### config.mk
export PLATFORM = sky130hd
export DESIGN_NAME = clock_chip_command_interface_core
export DESIGN_NICKNAME = d
export VERILOG_FILES = /design/src/design/ccci_pkg.sv /design/src/design/clock_chip_command_interface_core.sv
export SDC_FILE = /design/constraint.sdc
export NUM_CORES = 2
export LEC_CHECK = 0
export BUFFER_PORTS_ARGS = -buffer_cell sky130_fd_sc_hd__buf_4
export CORE_MARGIN = 3
export CORE_UTILIZATION = 65
export CTS_BUF_LIST = sky130_fd_sc_hd__clkbuf_2
export DETAILED_ROUTE_END_ITERATION = 10
export PLACE_DENSITY_LB_ADDON = 0.2
export SETUP_SLACK_MARGIN = 0.2
export SLEW_MARGIN = 10
export SYNTH_ARGS = -nofsm -noshare
export SYNTH_HDL_FRONTEND = slang
export SYNTH_SLANG_ARGS = --single-unit
### constraint.sdc
create_clock -name clock -period 13.5 [get_ports clock]
set_input_delay 4.05 -clock clock [delete_from_list [all_inputs] [get_ports clock]]
set_output_delay 4.05 -clock clock [all_outputs]
set_load 0.005 [all_outputs]
### src/design/ccci_pkg.sv
// Shared types and constants for the clock chip command interface.
package ccci_pkg;

   localparam int RAM_DEPTH  = 256;
   localparam int RAM_ADDR_W = $clog2(RAM_DEPTH);

   localparam logic [7:0] RAM_CMD_MASK   = 8'h78;
   localparam logic [7:0] RAM_CMD_CODE   = 8'h38;
   localparam logic [7:0] CLOCK_CMD_MASK = 8'h73;
   localparam logic [7:0] CLOCK_CMD_CODE = 8'h01;

   typedef enum logic [2:0] {
      CMD_READ_DATA  = 3'd0,
      CMD_WRITE_DATA = 3'd1,
      CMD_READ_CTRL  = 3'd2,
      CMD_WRITE_CTRL = 3'd3,
      CMD_SOFT_RESET = 3'd4
   } cmd_type;

   typedef enum logic [1:0] {
      PHASE_IDLE = 2'd0,
      PHASE_ADDR = 2'd1,
      PHASE_XFER = 2'd2
   } phase_type;

endpackage

### src/design/clock_chip_command_interface_core.sv
// Clock chip command interface: register access, command machine and battery RAM.
//
// Every bus access produces one transfer on the result channel; a new access
// is taken every cycle while the result register is free or being drained.
// The 256-byte battery RAM is a synchronous memory with a registered read port,
// read continuously at the pending target address so
// the byte is ready when the command machine reaches its transfer phase; a
// per-byte valid bit makes the RAM read as zero after reset, so no clearing
// pass is needed. The time offset register may be written at any time; its
// ready is always high.
module clock_chip_command_interface_core (
   input  logic        clock,
   input  logic        reset,
   input  logic        req_valid,
   output logic        req_stall,
   input  logic [2:0]  req_command,
   input  logic [7:0]  req_write_value,
   input  logic [31:0] req_now_seconds,
   output logic        rsp_valid,
   input  logic        rsp_stall,
   output logic [7:0]  rsp_read_value,
   output logic [3:0]  rsp_border_color,
   input  logic        csr_valid,
   output logic        csr_ready,
   input  logic [31:0] csr_write_data
);
   import ccci_pkg::*;

   logic [31:0]           time_offset_ff;
   logic [7:0]            data_byte_ff, data_byte_in;
   logic [3:0]            control_bits_ff, control_bits_in;
   logic [3:0]            border_ff, border_in;
   logic                  is_read_ff, is_read_in;
   logic                  is_ram_ff, is_ram_in;
   logic [RAM_ADDR_W-1:0] target_address_ff, target_address_in;
   logic [31:0]           latched_time_ff, latched_time_in;
   phase_type             phase_ff, phase_in;

   logic                  rsp_valid_ff;
   logic [7:0]            read_value_ff, read_value_in;
   logic [3:0]            border_out_ff;

   logic [7:0]            battery_ram [RAM_DEPTH];
   logic [RAM_DEPTH-1:0]  ram_valid_ff;
   logic [7:0]            ram_rd_data_ff;
   logic                  ram_rd_valid_ff;
   logic                  ram_we;
   logic [7:0]            ram_wr_data;

   logic                  accept;
   logic [7:0]            cmd_data;
   cmd_type               cmd;
   logic                  is_ram_cmd;
   logic                  is_clock_cmd;

   assign req_stall = rsp_valid_ff && rsp_stall;
   assign accept    = req_valid && !req_stall;
   assign cmd       = cmd_type'(req_command);
   assign csr_ready = 1'b1;

   assign rsp_valid        = rsp_valid_ff;
   assign rsp_read_value   = read_value_ff;
   assign rsp_border_color = border_out_ff;

   assign cmd_data     = req_write_value[5] ? data_byte_ff : 8'h00;
   assign is_ram_cmd   = (cmd_data & RAM_CMD_MASK) == RAM_CMD_CODE;
   assign is_clock_cmd = (cmd_data & CLOCK_CMD_MASK) == CLOCK_CMD_CODE;

   // Command machine phase.
   always_comb begin
      phase_in = phase_ff;
      if (accept) begin
         case (cmd)
            CMD_WRITE_CTRL: begin
               unique case (phase_ff)
                  PHASE_IDLE: begin
                     if (is_ram_cmd) begin
                        phase_in = PHASE_ADDR;
                     end else if (is_clock_cmd) begin
                        phase_in = PHASE_XFER;
                     end
                  end
                  PHASE_ADDR: phase_in = PHASE_XFER;
                  default:    phase_in = PHASE_IDLE;
               endcase
            end
            CMD_SOFT_RESET: phase_in = PHASE_IDLE;
            default:        phase_in = phase_ff;
         endcase
      end
   end

   // Register updates and result value.
   always_comb begin
      data_byte_in      = data_byte_ff;
      control_bits_in   = control_bits_ff;
      border_in         = border_ff;
      is_read_in        = is_read_ff;
      is_ram_in         = is_ram_ff;
      target_address_in = target_address_ff;
      latched_time_in   = latched_time_ff;
      read_value_in     = 8'h00;
      ram_we            = 1'b0;
      ram_wr_data       = cmd_data;
      if (accept) begin
         case (cmd)
            CMD_READ_DATA:  read_value_in = data_byte_ff;
            CMD_WRITE_DATA: data_byte_in = req_write_value;
            CMD_READ_CTRL:  read_value_in = {control_bits_ff, border_ff};
            CMD_WRITE_CTRL: begin
               border_in       = req_write_value[3:0];
               control_bits_in = {1'b0, req_write_value[6:4]};
               data_byte_in    = cmd_data;
               unique case (phase_ff)
                  PHASE_IDLE: begin
                     if (is_ram_cmd) begin
                        is_ram_in         = 1'b1;
                        is_read_in        = cmd_data[7];
                        target_address_in = {cmd_data[2:0], 5'b00000};
                     end else if (is_clock_cmd) begin
                        is_ram_in         = 1'b0;
                        is_read_in        = cmd_data[7];
                        target_address_in = {6'b000000, cmd_data[3:2]};
                     end
                  end
                  PHASE_ADDR: begin
                     target_address_in = target_address_ff | {3'b000, cmd_data[6:2]};
                  end
                  PHASE_XFER: begin
                     if (is_ram_ff) begin
                        if (is_read_ff) begin
                           data_byte_in = ram_rd_valid_ff ? ram_rd_data_ff : 8'h00;
                        end else begin
                           ram_we = 1'b1;
                        end
                     end else if (is_read_ff) begin
                        if (target_address_ff[1:0] == 2'd0) begin
                           latched_time_in = req_now_seconds + time_offset_ff;
                        end
                        case (target_address_ff[1:0])
                           2'd0:    data_byte_in = latched_time_in[7:0];
                           2'd1:    data_byte_in = latched_time_in[15:8];
                           2'd2:    data_byte_in = latched_time_in[23:16];
                           default: data_byte_in = latched_time_in[31:24];
                        endcase
                     end
                     is_read_in = 1'b0;
                     is_ram_in  = 1'b0;
                  end
                  default: begin
                     is_read_in = 1'b0;
                     is_ram_in  = 1'b0;
                  end
               endcase
            end
            CMD_SOFT_RESET: begin
               data_byte_in    = 8'h00;
               control_bits_in = {2'b00, control_bits_ff[1:0]};
               is_read_in      = 1'b0;
               is_ram_in       = 1'b0;
            end
            default: read_value_in = 8'h00;
         endcase
      end
   end

   always_ff @(posedge clock) begin
      if (reset) begin
         time_offset_ff    <= 32'h0;
         data_byte_ff      <= 8'h00;
         control_bits_ff   <= 4'h0;
         border_ff         <= 4'h0;
         is_read_ff        <= 1'b0;
         is_ram_ff         <= 1'b0;
         target_address_ff <= '0;
         latched_time_ff   <= 32'h0;
         phase_ff          <= PHASE_IDLE;
         rsp_valid_ff      <= 1'b0;
      end else begin
         if (csr_valid && csr_ready) begin
            time_offset_ff <= csr_write_data;
         end
         data_byte_ff      <= data_byte_in;
         control_bits_ff   <= control_bits_in;
         border_ff         <= border_in;
         is_read_ff        <= is_read_in;
         is_ram_ff         <= is_ram_in;
         target_address_ff <= target_address_in;
         latched_time_ff   <= latched_time_in;
         phase_ff          <= phase_in;
         if (accept) begin
            rsp_valid_ff <= 1'b1;
         end else if (!rsp_stall) begin
            rsp_valid_ff <= 1'b0;
         end
      end
   end

   always_ff @(posedge clock) begin
      if (accept) begin
         read_value_ff <= read_value_in;
         border_out_ff <= border_in;
      end
   end

   // The RAM is read every cycle at the next target address; a write to the
   // same byte in the same cycle is forwarded into the read register.
   always_ff @(posedge clock) begin
      if (ram_we) begin
         battery_ram[target_address_ff] <= ram_wr_data;
      end
      if (ram_we && (target_address_ff == target_address_in)) begin
         ram_rd_data_ff <= ram_wr_data;
      end else begin
         ram_rd_data_ff <= battery_ram[target_address_in];
      end
   end

   always_ff @(posedge clock) begin
      if (reset) begin
         ram_valid_ff    <= '0;
         ram_rd_valid_ff <= 1'b0;
      end else begin
         if (ram_we) begin
            ram_valid_ff[target_address_ff] <= 1'b1;
         end
         ram_rd_valid_ff <= (ram_we && (target_address_ff == target_address_in))
                            || ram_valid_ff[target_address_in];
      end
   end

endmodule

== After elaboration in Yosys (flattened, before gate mapping) ==
Memory sizes are Yosys's and may differ from the RTL's. A register that Yosys moved wholly into a read port is not among the register bits.
Cells that the tools add are included.

* Add/subtract/negate cells: 1
* $lt $le $gt $ge: 3
* Eq/ne operators: 14
* Multiplexer cells: 43
* Bitwise logic cells: 4
* Reductions and logical operators: 17

{| class="wikitable"
|+ Operators with widths
! cell !! count
|-
| 256-bit OR || 1
|-
| 8-bit two-way mux || 10
|-
| 8-bit one-hot mux with 3 select lines || 2
|-
| 32-bit adder || 1
|-
| 32-bit two-way mux || 1
|-
| 8-bit one-hot mux with 2 select lines || 2
|-
| 8-bit by 9-bit less-than comparator with 1-bit output, second input constant || 2
|-
| 1-bit two-way mux || 15
|-
| 1-bit binary-select mux with 8-bit select || 1
|-
| 1-bit demux with 8-bit select || 1
|-
| 8-bit equality test || 1
|-
| 8-bit by 1-bit >= comparator with 1-bit output, second input constant || 1
|-
| 4-bit two-way mux || 2
|-
| 8-bit by 5-bit OR with 8-bit output || 1
|-
| 1-bit one-hot mux with 2 select lines || 4
|-
| 2-bit one-hot mux with 2 select lines || 2
|-
| 4-bit one-hot mux with 2 select lines || 1
|-
| 3-bit by 2-bit equality test with 1-bit output, second input constant || 2
|-
| 3-bit AND reduction || 2
|-
| 5-bit by 1-bit equality test with 1-bit output, second input constant || 1
|-
| 5-bit AND reduction || 1
|-
| 2-bit by 1-bit equality test with 1-bit output, second input constant || 2
|-
| 2-bit equality test, second input constant || 2
|-
| 4-bit by 3-bit equality test with 1-bit output, second input constant || 1
|-
| other kinds (16) || 23
|}

* Register bits after elaboration: 362
* Bits in writable memories: 2048
* Bits of input ports: 80
* Output and inout bits: 15
* Logic and storage cells: 98
* Memories kept: 1

{| class="wikitable"
|+ Memories
! name !! depth !! width !! rd ports !! clocked after Yosys merged registers in !! write ports !! RTL line !! source
|-
| battery_ram || 256 || 8 || 1 || 1 || 1 || clock_chip_command_interface_core.sv:43 || <nowiki>logic [7:0] battery_ram [RAM_DEPTH];</nowiki>
|}

== Longest topological paths before layout ==
* Depth in word-level cells: 10
* Gate-level depth with buffers: 18
* Gate-level depth less buffers: 14

== Worst setup path after synthesis ==
Ideal clock, no wire load.

* Kind: input-to-reg
* Start point: input req_write_value[5]
* End point: register ram_rd_valid_ff
* Library setup time: 0.159 ns
* Arrival: 10.837 ns
* Required time: 13.341 ns
* Setup slack: 2.504 ns
* Stages on the path: 17
* Buffers on the path: 5
* Cell sequence: and2_0 > clkbuf_1 > nand3_1 > a21o_1 > clkbuf_1 > a21oi_1 > inv_1 > buf_2 > buf_2 > buf_2 > nand2_1 > nand2_1 > a211oi_1 > nand2_1 > o31a_1 > a311oi_1 > a311oi_1

* Cells in the longest elaborated chain, start to end: 10
* Elaborated cells between the ends (all ways): 14
* Classes of those cells: eq/ne: 3; mux: 8; bitwise: 1; reduce/logical: 2

{| class="wikitable"
|+ RTL lines
! item !! RTL line !! source
|-
| start, declared || clock_chip_command_interface_core.sv:17 || <nowiki>input logic [7:0] req_write_value,</nowiki>
|-
| 8-bit two-way mux (*) || clock_chip_command_interface_core.sv:65 || <nowiki>assign cmd_data = req_write_value[5] ? data_byte_ff : 8'h00;</nowiki>
|-
| via cmd_data[0] || clock_chip_command_interface_core.sv:51 || <nowiki>logic [7:0] cmd_data;</nowiki>
|-
| 5-bit by 1-bit equality test with 1-bit output || clock_chip_command_interface_core.sv:67 || <nowiki>assign is_clock_cmd = (cmd_data & CLOCK_CMD_MASK) == CLOCK_CMD_CODE;</nowiki>
|-
| 8-bit two-way mux || clock_chip_command_interface_core.sv:120 || <nowiki>end else if (is_clock_cmd) begin</nowiki>
|-
| 8-bit two-way mux (*) || clock_chip_command_interface_core.sv:116 || <nowiki>if (is_ram_cmd) begin</nowiki>
|-
| 8-bit one-hot mux with 2 select lines (*) || clock_chip_command_interface_core.sv:114 || <nowiki>unique case (phase_ff)</nowiki>
|-
| 8-bit two-way mux (*) || clock_chip_command_interface_core.sv:106 || <nowiki>case (cmd)</nowiki>
|-
| 8-bit two-way mux (*) || clock_chip_command_interface_core.sv:105 || <nowiki>if (accept) begin</nowiki>
|-
| 1-bit binary-select mux with 8-bit select / 8-bit equality test (equally long branches) || clock_chip_command_interface_core.sv:228, clock_chip_command_interface_core.sv:227 ||
|-
| 1-bit two-way mux (implied by the code) / 1-bit logical AND (equally long branches) || clock_chip_command_interface_core.sv:228, clock_chip_command_interface_core.sv:227 ||
|-
| 1-bit logical OR (*) || clock_chip_command_interface_core.sv:228 || <nowiki>|| ram_valid_ff[target_address_in];</nowiki>
|-
| end signal, assigned || clock_chip_command_interface_core.sv:227 || <nowiki>ram_rd_valid_ff <= (ram_we && (target_address_ff == target_address_in))</nowiki>
|-
| end, declared || clock_chip_command_interface_core.sv:46 || <nowiki>logic ram_rd_valid_ff;</nowiki>
|}

The timed path passes the listed nets; every way through them passes the cells marked *. The select of a mux whose other input is x is not followed.
A chain may end at the register's enable or synchronous reset.

== Worst setup path after layout ==
* Start point: input rsp_stall
* End point: output req_stall

* Cells in the longest elaborated chain, start to end: 1

{| class="wikitable"
|+ RTL lines
! item !! RTL line !! source
|-
| start, declared || clock_chip_command_interface_core.sv:20 || <nowiki>input logic rsp_stall,</nowiki>
|-
| 1-bit logical AND || clock_chip_command_interface_core.sv:56 || <nowiki>assign req_stall = rsp_valid_ff && rsp_stall;</nowiki>
|-
| end, declared || clock_chip_command_interface_core.sv:15 || <nowiki>output logic req_stall,</nowiki>
|}

No other way between the ends.

==> reports/metrics.cfg <==
[status]
outcome=complete, no violations

[power]
seqPwrFrac_pct=62.1
p_switching_uw=2950
cell_internal_pwr_uw=10000
leakage_uw=0.0360
pwr-share-clk_pct=36.2
ir_drop_uv=96.0
total_power_uw=13000
comb_power_share_pct=1.7
p_sw_share_pct=22.8
power.density_mw_per_mm2=127

[clock_network]
clk_pin_slew_ns=0.07
cts_buffers=594
cts_tree=yes
cts_root_buf=clkbuf_2
cts_resized=0
cts_setup_buffers=0
htreeDepth=6
cts_buffer_depth=4
cts_hold_buf=0
cts.sinks=2409
clkLatencyLatePin_ns=1.72

[timing]
rsz0062_at_grt=no
fin_setup_tns_ns=0
tightest_slew_ns=1.27
slew_violations=0
min_period_over_period_pct=63.0
max_freq_mhz=118
setup_viol=0
fin_worst_skew_ns=0.127
fin_crit_ns=8.51
slew-limit-headroom_pct=15.2
finalHoldViolCount=0
holdWs_ns=0.452

[route]
antenna_left=0
drc=0
dr.first_iter.drc_count=6450
vias_per_cell=6.50
wl_um=229000
avgRoutedWirePerCell_um=28.9
vias=51400
firstDrtPassIters=6

[die]
initial_core_util_pct=65.9
num_rows=138
die_h_um=386
coreArea_mm2=0.143
io_pins=95
die_width_um=386
dieArea_mm2=0.149

[critical_path]
crit_path_end_kind=output pin
crit_path_max_fanout=3
worst_setup_path_start_kind=input port
worstPathArrival_ns=4.46
worstSetupPathType=in -> out
cp.required_ns=9.45

[synth]
postSynthAreaPerCell_um2=18.5
synth_seq_area_share_pct=73.2
synth_seq_cells=2409
syn_area_mm2=0.0940
synth_edf_count=2060
synth_commonest_cells=edfxtp_1 (2060), nor2_1 (833), mux4_2 (686), dfxtp_1 (349), nand2_1 (265)
synth_area_leader_cell=edfxtp_1
syn_inst=5094
yosysUniqueCellTypes=65
synth_flop_cell=edfxtp_1
yosysWarnings=0
synth_top_area_share_pct=65.8
yosys-top-cells-area=edfxtp_1 (66%), mux4_2 (16%), dfxtp_1 (7.4%)
synthArstFlopShare_pct=0
yosys.cell_count.top_type=edfxtp_1
synth_nets=5206

[global_routing]
grt-ovfl-total=0
grt_max_degree=198
grt_pass1_vias=51800
grt_pass1_wl_um=338000
grt_usage_pct=31.4
antenna_found_initial=13

[placement]
hpwl_um=138000
gp_congestion=0.890
io_buffers=93

[layout]
area_delta_synth_final_pct=8.50
fin_nets=5707
fillers=8898
drive_gt1_share_pct=30.4

[worst_hold_path]
holdCritPathClass=reg -> reg

[job]
drv_cap=0

==> power by group through the flow <==
| stage | clock (µW) | combinational [µW] | sequential, µW |
|---|---|---|---|
| floorplan | 0 | 128 | 8220 |
| global placement | 0 | 210 | 8210 |
| detailed placement | 0 | 218 | 8210 |
| CTS | 4750 | 219 | 8040 |
| global route | 5160 | 238 | 8040 |
| finish | 4690 | 220 | 8040 |
==> cell type report <==
class	count	area [µm²]	share of cell area [%]
clock inverter	150	878	0.861
tap	1890	2360	2.32
antenna	12	30.0	0.0294
inverter	19	91.3	0.0895
clock buffer	860	4300	4.22
timing repair buffer	193	1520	1.49
multi-input combinational	2378	24000	23.5
sequential	2409	68900	67.5
==> through the flow <==
step	cell area, µm²	cells	worst slack, ns	utilization [%]
after floorplan	94000	5094	2.50	-
after CTS	102000	7899	4.99	71.5
final	102000	7911	4.99	71.5
after global routing	102000	7908	4.97	71.5
after detailed placement	96800	6889	3.78	67.9
after global placement	96800	6889	4.02	67.9
==> path summary, 6_finish.rpt <==
path / start / to / slack (ns) / cells after the start
min reg2reg: latched_time_ff[23] / latched_time_ff[23] / 0.45 / 2
min: latched_time_ff[23] / latched_time_ff[23] / 0.45 / 2
max reg2reg: data_byte_ff[0] / ram_rd_valid_ff / 7.42 / 15
max: rsp_stall / req_stall / 4.99 / 3
==> flip-flops by register name (all words and copies together) (netlist names), 3 cells and up, named ones only <==
register	flops
battery_ram	2048
border_ff	4
control_bits_ff	3
data_byte_ff	8
latched_time_ff	24
ram_valid_ff	256
rsp_border_color	4
rsp_read_value	8
target_address_ff	8
time_offset_ff	32
==> cells by family (layout without fill, tap and decap cells) <==
kind of cell	Yosys count	count (layout)	synth area share [%]
DFF	2409	2409	73.2
AOI/OAI and AO/OA	301	301	2.12
and+or+nand+nor	1249	1249	5.33
other	1	13	0.00399
adders and majority gates	32	32	0.434
muxes	768	768	17.3
xor gates and xnor gates	27	27	0.252
buffers and inverters	307	1222	1.33
==> layer usage <==
layer / GRT usage (%) / share of wire [%]
met1: 44.1 / 37
met2: 48.3 / 48
met3: 7.83 / 11
met4: 12.9 / 4.0
met5: 0 / 0.027
==> critical path, stage by stage <==
cell and delay, ns:
buf_4 0.11, and2_1 0.17, buf_4 0.14
==> cell usage in the layout (no fill, tap or decap), types with 9 or more instances in the layout <==
cell and instances:
o22ai_1 9, a31oi_1 24, edfxtp_1 2060, diode_2 12
o21ba_2 23, clkinv_1 110, xnor2_1 20, nor2b_1 13
mux2i_1 80, inv_1 15, a21oi_1 108, clkbuf_2 860
clkinv_2 15, a211oi_1 20, bufinv_16 11, nor2_1 833
a21o_1 20, nor3_1 13, dfxtp_1 344, a22oi_1 13
inv_2 13, and3_1 24, buf_4 187, mux4_2 686
nand3_1 56, o21ai_0 27, nand2_1 265, a311oi_1 12
ha_1 31
(Power assumes the default switching activity.)
